**config.mk**
```make
export PLATFORM = sky130hd
export DESIGN_NAME = base85_byte_encoder
export DESIGN_NICKNAME = d
export VERILOG_FILES = /design/src/design/b85enc_pkg.sv /design/src/design/b85enc_div_unit.sv /design/src/design/base85_byte_encoder.sv
export SDC_FILE = /design/constraint.sdc
export NUM_CORES = 1
export LEC_CHECK = 0
export ABC_AREA = 1
export BUFFER_PORTS_ARGS = -buffer_cell sky130_fd_sc_hd__buf_2
export CORE_UTILIZATION = 35
export DETAILED_ROUTE_END_ITERATION = 8
export PLACE_DENSITY_LB_ADDON = 0.2
export SETUP_SLACK_MARGIN = 0.05
export SLEW_MARGIN = 5
export SYNTH_ARGS = -nofsm -noshare
export SYNTH_HDL_FRONTEND = slang
export SYNTH_SLANG_ARGS = --single-unit
export TNS_END_PERCENT = 100
```
**constraint.sdc**
```tcl
create_clock -name aclk -period 11.7 [get_ports aclk]
set_input_delay 2.34 -clock aclk [delete_from_list [all_inputs] [get_ports aclk]]
set_output_delay 2.34 -clock aclk [all_outputs]
set_load 0.05 [all_outputs]
```
**src/design/b85enc_pkg.sv**
```systemverilog
// ----------------------------------------------------------------------------
// b85enc_pkg
// Shared constants and types for the base-85 byte encoder.
// ----------------------------------------------------------------------------
`default_nettype none

package b85enc_pkg;

    localparam int unsigned B85_RADIX  = 85;
    localparam int unsigned B85_OFFSET = 33;
    localparam int unsigned B85_DIGITS = 5;

    // floor(v / 85) == (v * B85_RECIP) >> B85_SHIFT for every 32-bit v
    localparam logic [31:0] B85_RECIP = 32'd3233857729;
    localparam int unsigned B85_SHIFT = 38;
    localparam int unsigned PROD_W    = 64;
    localparam int unsigned QUOT_W    = PROD_W - B85_SHIFT;

    typedef enum logic [1:0] {
        ST_IDLE,
        ST_PRIME,
        ST_DIV,
        ST_EMIT
    } b85_state_t;

    typedef struct packed {
        logic load;   // take a new 32-bit word
        logic prime;  // first multiply by the reciprocal
        logic step;   // peel off one digit
    } div_ctrl_t;

endpackage

`default_nettype wire

```
**src/design/b85enc_div_unit.sv**
```systemverilog
// ----------------------------------------------------------------------------
// b85enc_div_unit
// Shared divide-by-85 step: reciprocal multiply, then quotient and remainder.
// One digit per step, least significant digit first.
// ----------------------------------------------------------------------------
`default_nettype none

module b85enc_div_unit
    import b85enc_pkg::*;
(
    input  wire logic        aclk,
    input  wire div_ctrl_t   ctrl,
    input  wire logic [31:0] load_word,
    output logic      [6:0]  digit_char
);

    logic [31:0]       v_reg;
    logic [PROD_W-1:0] prod_reg;
    logic [QUOT_W-1:0] quot;
    logic [31:0]       mul_a;
    logic [PROD_W-1:0] prod_next;
    logic [31:0]       rem_full;

    assign quot      = prod_reg[PROD_W-1 -: QUOT_W];
    assign mul_a     = ctrl.prime ? v_reg : 32'(quot);
    assign prod_next = PROD_W'(mul_a) * PROD_W'(B85_RECIP);

    // remainder is below 85, so the low seven bits carry it whole
    assign rem_full   = v_reg - 32'(quot) * 32'(B85_RADIX);
    assign digit_char = rem_full[6:0] + 7'(B85_OFFSET);

    always_ff @(posedge aclk) begin
        if (ctrl.load) begin
            v_reg <= load_word;
        end else if (ctrl.step) begin
            v_reg <= 32'(quot);
        end
        if (ctrl.prime || ctrl.step) begin
            prod_reg <= prod_next;
        end
    end

endmodule

`default_nettype wire

```
**src/design/base85_byte_encoder.sv**
```systemverilog
// ----------------------------------------------------------------------------
// base85_byte_encoder
// Packs bytes big-endian into groups of four and sends each group as five
// base-85 characters (digit + 33); a partial last group of k bytes sends k+1.
// ----------------------------------------------------------------------------
//
//  channel  dir  data (lsb up)         sideband
//  s_*      in   [7:0] data_byte       tlast = final_byte
//  m_*      out  [6:0] out_char, [7]=0 tlast = run_last
//
//  A byte that only joins the open group is taken; the state stays idle.
//  A byte closing a group: accept, prime and five divide steps, then one
//  character per cycle while m_tready is high; one multiply unit sets this.
//  s_tready is low from accept until the last character's transfer.
//  m_tready low holds the current character; no input is taken meanwhile.
//  aresetn is synchronous; it empties the group and returns to idle.
// ----------------------------------------------------------------------------
`default_nettype none

module base85_byte_encoder
    import b85enc_pkg::*;
(
    input  wire logic       aclk,
    input  wire logic       aresetn,
    input  wire logic       s_tvalid,
    output logic            s_tready,
    input  wire logic [7:0] s_tdata,   // [7:0] data_byte
    input  wire logic       s_tlast,
    output logic            m_tvalid,
    input  wire logic       m_tready,
    output logic      [7:0] m_tdata,   // [6:0] out_char, [7] zero
    output logic            m_tlast
);

    b85_state_t  state_reg, state_next;
    logic [23:0] group_reg, group_next;
    logic [1:0]  fill_reg, fill_next;
    logic [2:0]  n_reg, n_next;
    logic [2:0]  cnt_reg, cnt_next;
    logic [6:0]  char_reg [B85_DIGITS];
    logic [31:0] load_word;
    logic [6:0]  digit_char;
    div_ctrl_t   ctrl;

    b85enc_div_unit u_div (
        .aclk       (aclk),
        .ctrl       (ctrl),
        .load_word  (load_word),
        .digit_char (digit_char)
    );

    // zero-fill the missing low bytes of a partial group
    always_comb begin
        unique case (fill_reg)
            2'd0:    load_word = {s_tdata, 24'd0};
            2'd1:    load_word = {group_reg[7:0], s_tdata, 16'd0};
            2'd2:    load_word = {group_reg[15:0], s_tdata, 8'd0};
            default: load_word = {group_reg, s_tdata};
        endcase
    end

    always_comb begin
        state_next = state_reg;
        group_next = group_reg;
        fill_next  = fill_reg;
        n_next     = n_reg;
        cnt_next   = cnt_reg;
        ctrl       = '0;
        s_tready   = 1'b0;
        m_tvalid   = 1'b0;
        unique case (state_reg)
            ST_IDLE: begin
                s_tready = 1'b1;
                if (s_tvalid) begin
                    if (fill_reg != 2'd3 && !s_tlast) begin
                        group_next = {group_reg[15:0], s_tdata};
                        fill_next  = fill_reg + 2'd1;
                    end else begin
                        ctrl.load  = 1'b1;
                        n_next     = 3'(fill_reg) + 3'd2;
                        group_next = '0;
                        fill_next  = '0;
                        state_next = ST_PRIME;
                    end
                end
            end
            ST_PRIME: begin
                ctrl.prime = 1'b1;
                cnt_next   = '0;
                state_next = ST_DIV;
            end
            ST_DIV: begin
                ctrl.step = 1'b1;
                if (cnt_reg == 3'(B85_DIGITS - 1)) begin
                    cnt_next   = '0;
                    state_next = ST_EMIT;
                end else begin
                    cnt_next = cnt_reg + 3'd1;
                end
            end
            ST_EMIT: begin
                m_tvalid = 1'b1;
                if (m_tready) begin
                    if (m_tlast) begin
                        state_next = ST_IDLE;
                    end else begin
                        cnt_next = cnt_reg + 3'd1;
                    end
                end
            end
            default: state_next = ST_IDLE;
        endcase
    end

    assign m_tdata = {1'b0, char_reg[cnt_reg]};
    assign m_tlast = (cnt_reg == n_reg - 3'd1);

    always_ff @(posedge aclk) begin
        if (!aresetn) begin
            state_reg <= ST_IDLE;
            group_reg <= '0;
            fill_reg  <= '0;
            cnt_reg   <= '0;
            n_reg     <= 3'(B85_DIGITS);
        end else begin
            state_reg <= state_next;
            group_reg <= group_next;
            fill_reg  <= fill_next;
            cnt_reg   <= cnt_next;
            n_reg     <= n_next;
        end
    end

    // digits come out least significant first: fill the store from the top
    always_ff @(posedge aclk) begin
        if (ctrl.step) begin
            char_reg[3'(B85_DIGITS - 1) - cnt_reg] <= digit_char;
        end
    end

`ifndef SYNTHESIS
    a_one_side: assert property (@(posedge aclk) disable iff (!aresetn)
        !(s_tready && m_tvalid))
        else $error("input and output open together");

    a_char_range: assert property (@(posedge aclk) disable iff (!aresetn)
        m_tvalid |-> (m_tdata[6:0] >= 7'd33 && m_tdata[6:0] <= 7'd117 && !m_tdata[7]))
        else $error("character outside base-85 range");

    a_count_range: assert property (@(posedge aclk) disable iff (!aresetn)
        m_tvalid |-> (n_reg >= 3'd2 && n_reg <= 3'(B85_DIGITS) && cnt_reg < n_reg))
        else $error("character count out of range");

    a_back_to_idle: assert property (@(posedge aclk) disable iff (!aresetn)
        (m_tvalid && m_tready && m_tlast) |=> (s_tready && fill_reg == 2'd0))
        else $error("run end did not return to an empty group");
`endif

endmodule

`default_nettype wire
```
==> results.txt, run 1 <==
The post-synthesis share of cell area spent on full adders, half adders and majority gates is 0.435, and the slew at the pin with the worst max-slew slack is 1210 ps. Based on the critical path, the design can be clocked at up to 0.125 GHz. The worst-path cell with the longest stage delay is sky130_fd_sc_hd__o21ai_0. The die covers 0.0515 mm².

The number of nets in the layout was 2669. The worst path in the final design needs a cycle of 8010 ps, including I/O delays and setup. The library cell used as clock root buffer is sky130_fd_sc_hd__clkbuf_16. The cell area after synthesis was 0.0177 mm²; the combined buffer and inverter count along the critical path was 5.

The first global-routing pass estimated 85600 µm of wire. The count of input and output buffers is 22, and the starting density of the core is 0.353. The clock insertion delay at the later pin of the skew report was 470 ps. Fill cells in the final layout number 5303.

The complex-gate fraction of the synthesized area works out to 0.0945. The worst min-delay path category is reg2reg. For the number of failing hold endpoints at the final stage, the log shows 0. The net count after synthesis is 2650. The total global routing track utilization is 0.225, and the total vias in the final route is 13906. After clock tree synthesis, the setup repair step added 0 buffers. The worst setup path is of the reg2reg kind.

TritonCTS built the clock tree. The worst setup path is captured at a flop. After clock tree synthesis, the flow added hold-fix buffers numbering 0. The multiplexer area fraction after synthesis is 0, and the half-perimeter wire length of the detailed placement result is 47700 µm.

The total core area came out at 0.0501 mm². The tools report the H-tree depth as 4. In this run the cell area measured after placement is 0.0186 mm². The xor/xnor share of the synthesized area was 0.0153; the floorplan row count was 82. The share of layout cells above drive strength 1 was 0.0496. By area, the combinational part of the netlist is dominated by adder cells. Setup repair after global routing left no endpoint under its margin.

The post-cts sizing count came out at 0. After detailed routing, the number of remaining DRC violations is 0. Data on the critical path is required at its endpoint by 11890 ps.

STA classifies the critical path startpoint as a flop. The post-route clock skew was 25.5 ps; the width of the die was 227 µm. The simple-gate area share of the yosys netlist was 0.138; the via count of the first global-routing pass was 14568.

For the count of clock tree sinks, the log shows 130. The CTS buffer count was 17; the layout overhead on the synthesized area was 8.30%. For the largest net degree at the start of global routing, the log shows 45. Setup violations remaining at the end of the flow were counted as 0. After detailed routing, the average wire length per cell comes to 19.5 µm. The fraction of met3 tracks used by global routing is 0.0282, and the fraction of met1 tracks used by global routing is 0.298. The run finished with clean final reports. After detailed routing, the total wire length is 55000 µm. The run gives 0.375 as the met2 global-route usage.

In this run, synthesis produced a sequential element count of 130. met2 is the most crowded layer. After synthesis, the netlist uses 47 different library cells. After clock tree synthesis, the clock-pin slew on the worst setup and hold paths is 70 ps.

At the end of routability-driven placement, the weighted congestion stood at 0.944. Among the stages of the critical path, the cell type that occurs most often is sky130_fd_sc_hd__nand2_1. For this run, the detailed router's first-pass iteration total came to 5.

The max-slew violation total from the final report came out at 0. The Yosys step of the flow raised 0 warnings. The number of flip-flops under the largest register name was 35. The stage delay of the slowest cell on the critical path came out at 750 ps.

Total overflow reported by the global router: 0. Using the TritonRoute via totals, the vias-per-cell ratio works out to 4.92. A synthesized cell averages 8.33 µm².

The portion of the clock cycle consumed by the worst path in the final layout is 0.685, and the share of the yosys chip area belonging to registers is 0.200. The final cell area excluding filler cells is 0.0192 mm². The kind of cell with the highest combined delay along the critical path is adder cells. Pin placement for this block handled 24 I/O pins. For the worst setup path, the data arrival time is 8200 ps. The overall die height works out to 227 µm. The initial antenna violation count is 0. Counting along the longest clock path gives a buffer depth of 2.

The tool flagged a number of max-cap violations equal to 0. The repair_antennas step left the layout with diodes totalling 0. Adding up every negative setup slack in the final design gives 0 ps.

The highest fanout seen on the critical path came out at 44. After technology mapping, the gate count stands at 2124. Relative max-transition margin: 0.195.

The tools report the residual antenna-violating net count after detailed routing as 0. After the first detailed-routing iteration, the DRC count stood at 1079.
[layout by cell type, fill, tap and decap left out, drive strengths merged, types with 4 or more instances in the layout]
cell type  instances
nor3              14
nand4              7
nand3             67
a31oi             24
fa               170
o21ai            115
ha               343
dfxtp             37
o22ai             10
inv              523
o21a               6
a21o               5
nor2             168
o21bai            13
clkinv             6
xnor2             13
a21oi            116
nand2            326
clkbuf            17
edfxtp            93
xor2              18
or2                4
buf               33
o211ai             7
[cell families after synthesis]
group | after synthesis
xor+xnor | 31
compound gates | 304
simple gates | 594
other cells | 1
fa+ha+maj | 513
flops | 130
buf+inv | 551
[worst paths after layout]
kind                                    from                           end  slack [ps]  cells after the start
setup / recovery   state_reg[1]$_SDFFE_PN0P_  u_div.prod_reg[51]$_DFFE_PP_        3690                     26
hold / removal    group_reg[21]$_SDFFE_PN0P_    group_reg[21]$_SDFFE_PN0P_         460                      2
setup reg to reg   state_reg[1]$_SDFFE_PN0P_  u_div.prod_reg[51]$_DFFE_PP_        3690                     26
hold reg to reg   group_reg[21]$_SDFFE_PN0P_    group_reg[21]$_SDFFE_PN0P_         460                      2
[layout make-up]
class                      count  area (µm²)  area share
multi-input combinational   1443       12100       0.630
sequential                   130        3530       0.184
inverter                     518        1940       0.101
tap                          672         841      0.0439
clock buffer                  17         425      0.0222
timing repair buffer          33         193      0.0101
clock inverter                15         150     0.00783
[cells in the mapped netlist (all sizes together)]
cell    number  area, µm²
xor2        18        158
edfxtp      93       2790
buf         10       53.8
nand4        7       43.8
nor3        14       70.1
a21o         5       37.5
nand2      326       1240
o31ai        1       7.51
a31oi       24        150
clkbuf      23       86.3
or2          4       25.0
o221ai       1       8.76
a31o         1       8.76
o21ai      115        583
conb         1       3.75
clkinv       1       3.75
dfxtp       37        741
xnor2       13        114
a211oi       3       22.5
nand3b       2       15.0
fa         170       3400
o211ai       7       52.6
nand3       67        350
o22ai       10       62.6
o21a         6       45.0
inv        517       1940
a21oi      116        581
a21boi       2       15.0
nor4         3       18.8
nor2       168        656
nor3b        1       7.51
ha         343       4290
o21bai      13       97.6
and3         2       12.5
[worst reg2reg max path, stage by stage (launching register included)]
cell                      delay (ps)
sky130_fd_sc_hd__dfxtp_1         370
sky130_fd_sc_hd__inv_1           110
sky130_fd_sc_hd__ha_1            200
sky130_fd_sc_hd__buf_4           250
sky130_fd_sc_hd__o21ai_0         760
sky130_fd_sc_hd__inv_1           340
sky130_fd_sc_hd__ha_1            380
sky130_fd_sc_hd__ha_1            330
sky130_fd_sc_hd__fa_1            540
sky130_fd_sc_hd__fa_1            550
sky130_fd_sc_hd__inv_1           100
sky130_fd_sc_hd__fa_1            530
sky130_fd_sc_hd__fa_1            550
sky130_fd_sc_hd__inv_1            60
sky130_fd_sc_hd__fa_1            500
sky130_fd_sc_hd__ha_1            310
sky130_fd_sc_hd__ha_1            390
sky130_fd_sc_hd__nand2_1         100
sky130_fd_sc_hd__nand2_1          90
sky130_fd_sc_hd__a31oi_1         330
sky130_fd_sc_hd__o21ai_0         190
sky130_fd_sc_hd__a21oi_1         220
sky130_fd_sc_hd__nand3_2         200
sky130_fd_sc_hd__nand2_1         140
sky130_fd_sc_hd__nand2_1          60
sky130_fd_sc_hd__nand2_1          50
sky130_fd_sc_hd__nand2_1          90
[stage by stage]
step | std cells | setup slack [ps] | hold WS (ps) | utilization
floorplan | 2124 | 5160 | 442 | -
global placement | 2796 | 3700 | 452 | 0.371
detailed placement | 2796 | 3740 | 457 | 0.371
CTS | 2828 | 3710 | 466 | 0.383
global route | 2828 | 3420 | 475 | 0.383
finish | 2828 | 3690 | 464 | 0.383
[metal layers]
layer,wire [µm],part of all wire
met5,0,0
met4,1840,0.033
met3,2280,0.041
met2,25800,0.47
met1,25100,0.46
Power of run 1 is left out: the tool's default activity adds up to more than one toggle a clock period on the data nets, which glitch-free logic cannot reach.
==> run 2: changes to the inputs <==
clock period = 6.7 ns   (was 11.7 ns; I/O delays follow)
==> results.txt, run 2 (synthesis results as in run 1) <==
The width of the die was 227 µm (unchanged); the endpoint required time on the critical path was 6910 ps (was 11890 ps). The slew at the pin with the worst max-slew slack came out at 1190 ps (was 1210 ps). TritonCTS built the clock tree. The cell count of the worst hold path is 2 (unchanged), and the clock edge transition at the registers on the reported setup and hold paths is 80 ps (was 70 ps). The top-level port count was 24 (unchanged). The logs give 0 (unchanged) for the total of max-cap violations and 0.0515 mm² (unchanged) for the overall die area. Worst min-delay path startpoint: group_reg[22]$_SDFFE_PN0P_ (was group_reg[21]$_SDFFE_PN0P_).

The final routed DRC violation total came out at 0 (unchanged). The via-per-instance ratio is 4.81 (was 4.92). The run gives 25500 µm (was 25100 µm) as the routed metal-1 wire length. The depth of the worst register-to-register path was 29 (was 26); the routed length on met3 was 1890 µm (was 2280 µm).

Cell repeated most along the worst path: sky130_fd_sc_hd__fa_1 (was sky130_fd_sc_hd__nand2_1). The run gives 4 (unchanged) as the H-tree depth. The run gives 460 ps (was 470 ps) as the clock insertion delay at the later pin of the skew report. The tools report the destination of the worst hold path as group_reg[22]$_SDFFE_PN0P_ (was group_reg[21]$_SDFFE_PN0P_). The logs give 15219 (was 14568) for the via count of the first global-routing pass and 0 (unchanged) for the residual antenna-violating net count after detailed routing. The logs give 0 ps (unchanged) for the setup TNS and 0.229 (was 0.225) for the total global routing track utilization.

The tools report the total vias in the final route as 14695 (was 13906). For the initial antenna violation count, the log shows 1 (was 0). The tools report the total routed wirelength as 56800 µm (was 55000 µm). The element type at the critical path end was a flop (unchanged).

Kind of critical path: reg2reg (unchanged). The run gives 2 (unchanged) as the maximum number of buffers from clock root to sink. The final critical path time including I/O delays and setup was 6530 ps (was 8010 ps); the critical path data arrival time was 6740 ps (was 8200 ps).

The flow ran to the end, and the final reports show no timing, DRC or antenna violations. The number of nets in the layout came out at 2891 (was 2669). The kind of start point of the critical path was a flop (unchanged). The hold buffer count at CTS was 0 (unchanged).

The topmost layer with routed signal wires is met4 (unchanged). The share of layout cells above drive strength 1 was 0.200 (was 0.0496). The stage delay of the slowest cell on the critical path works out to 550 ps (was 750 ps).

Library cell used as clock root buffer: sky130_fd_sc_hd__clkbuf_16 (unchanged). Final estimated routing congestion in global placement: 0.982 (was 0.944). The final cell area excluding filler cells is 0.0219 mm² (was 0.0192 mm²).

Most frequent cells in the layout: 485 x sky130_fd_sc_hd__inv_1, 305 x sky130_fd_sc_hd__nand2_1, 297 x sky130_fd_sc_hd__ha_1 (was 494 x sky130_fd_sc_hd__inv_1, 343 x sky130_fd_sc_hd__ha_1, 320 x sky130_fd_sc_hd__nand2_1). The run gives 0.437 (was 0.383) as the final standard cell utilization of the core. Setup repair after global routing could not meet its margin everywhere. For the count of clock tree sinks, the log shows 130 (unchanged). The worst-path cell with the longest stage delay was sky130_fd_sc_hd__fa_1 (was sky130_fd_sc_hd__o21ai_0). Global-route wire length before repair: 87500 µm (was 85600 µm). The tools report the setup slack on the worst flop-to-flop path as 170 ps (was 3690 ps). Worst flop-to-flop path endpoint: u_div.prod_reg[51]$_DFFE_PP_ (unchanged). The fmax was 0.153 GHz (was 0.125 GHz). The count of input and output buffers is 22 (unchanged), and the total core area is 0.0501 mm² (unchanged). The overall die height is 227 µm (unchanged), and the floorplan row count is 82 (unchanged). The largest net degree at the start of global routing is 36 (was 45), and the total cell area at the placement stage is 0.0202 mm² (was 0.0186 mm²).

Worst min-delay path category: reg2reg (unchanged). The run gives 0.353 (unchanged) as the starting density of the core. The number of failing hold endpoints at the final stage is 0 (unchanged). The most frequent standard cell in the layout excluding fill and tap cells was sky130_fd_sc_hd__inv_1 (unchanged).

The run gives 28.7 ps (was 25.5 ps) as the post-route clock skew. Setup violation total in the final timing report: 0 (unchanged). The relative max-transition margin was 0.201 (was 0.195). Total overflow reported by the global router: 0 (unchanged). The max-slew violation total from the final report is 0 (unchanged).

The violation count after the first detailed-route iteration came out at 979 (was 1079). The layout overhead on the synthesized area was 23.5% (was 8.30%). Portion of the clock cycle consumed by the worst path in the final layout: 0.975 (was 0.685). The run gives 27100 µm (was 25800 µm) as the detailed-routed wire length on met2. Number of flip-flops under the largest register name: 35 (unchanged).

The average detailed-routed wire length per instance is 18.6 µm (was 19.5 µm). The startpoint of the worst register-to-register path was state_reg[1]$_SDFFE_PN0P_ (unchanged). For the half-perimeter wire length of the detailed placement result, the log shows 48600 µm (was 47700 µm). The highest fanout seen on the critical path is 11 (was 44). The run gives 17 (unchanged) as the CTS buffer count. The iteration count of the initial detailed-routing pass was 8 (was 5).
## run 2: cell count changes in the layout (fill, tap and decap cells not counted), sizes merged
cell	before	now
clkbuf	17	19
diode	0	3
clkinvlp	3	0
bufinv	1	3
buf	33	254
## run 2: metrics by stage
| stage | hold WS (ps) | setup WS (ps) | std cells |
|---|---|---|---|
| floorplan | 442 | 162 | 2124 |
| global placement | 452 | -338 | 3013 |
| detailed placement | 456 | -328 | 3013 |
| CTS | 467 | 51.0 | 3046 |
| global route | 492 | 19.8 | 3050 |
| finish | 463 | 166 | 3053 |
## run 2: what timing repair did
action / 4_1_cts / 5_1_grt
pin swaps: 14 / 55
cloned: 0 / 1
setup buffers: 1 / 3
resized for setup: 58 / 140
endpoints found under the setup margin: 26 / 26
## run 2: area by class of cell
class	instances	area [µm²]
clock inverter	14	175
multi-input combinational	1443	13000
clock buffer	18	429
timing repair buffer	255	1910
antenna	3	7.51
fill	5119	28200
tap	672	841
inverter	518	1950
sequential	130	3540
## run 2: per-layer routing
| layer | GRT usage | vias up |
|---|---|---|
| li1 | - | 7240 |
| met1 | 0.304 | 7094 |
| met2 | 0.386 | 282 |
| met3 | 0.0223 | 79 |
| met4 | 0.0815 | 0 |
| met5 | 0 | - |
## run 2: how the worst max path moves through the flow
stage / from / end / slack (ps) / cells past startpoint
finish: state_reg[1]$_SDFFE_PN0P_ / u_div.prod_reg[51]$_DFFE_PP_ / 170 / 29
global route: state_reg[1]$_SDFFE_PN0P_ / u_div.prod_reg[51]$_DFFE_PP_ / 20 / 28
CTS: state_reg[1]$_SDFFE_PN0P_ / u_div.prod_reg[60]$_DFFE_PP_ / 50 / 29
detailed placement: state_reg[1]$_SDFFE_PN0P_ / u_div.prod_reg[51]$_DFFE_PP_ / -330 / 28
global placement: state_reg[1]$_SDFFE_PN0P_ / u_div.prod_reg[51]$_DFFE_PP_ / -340 / 28
floorplan: state_reg[1]$_SDFFE_PN0P_ / u_div.prod_reg[58]$_DFFE_PP_ / 160 / 27
## run 2: critical path, delay by kind of cell (launching register included)
| kind | cells | cell delay [ps] |
|---|---|---|
| buffers and inverters | 8 | 680 |
| flip-flops | 1 | 350 |
| AO/OA/AOI/OAI | 1 | 80 |
| adder cells (fa/ha/maj) | 10 | 3900 |
| AND/OR/NAND/NOR | 10 | 1270 |
Power of run 2 is left out for the same reason.
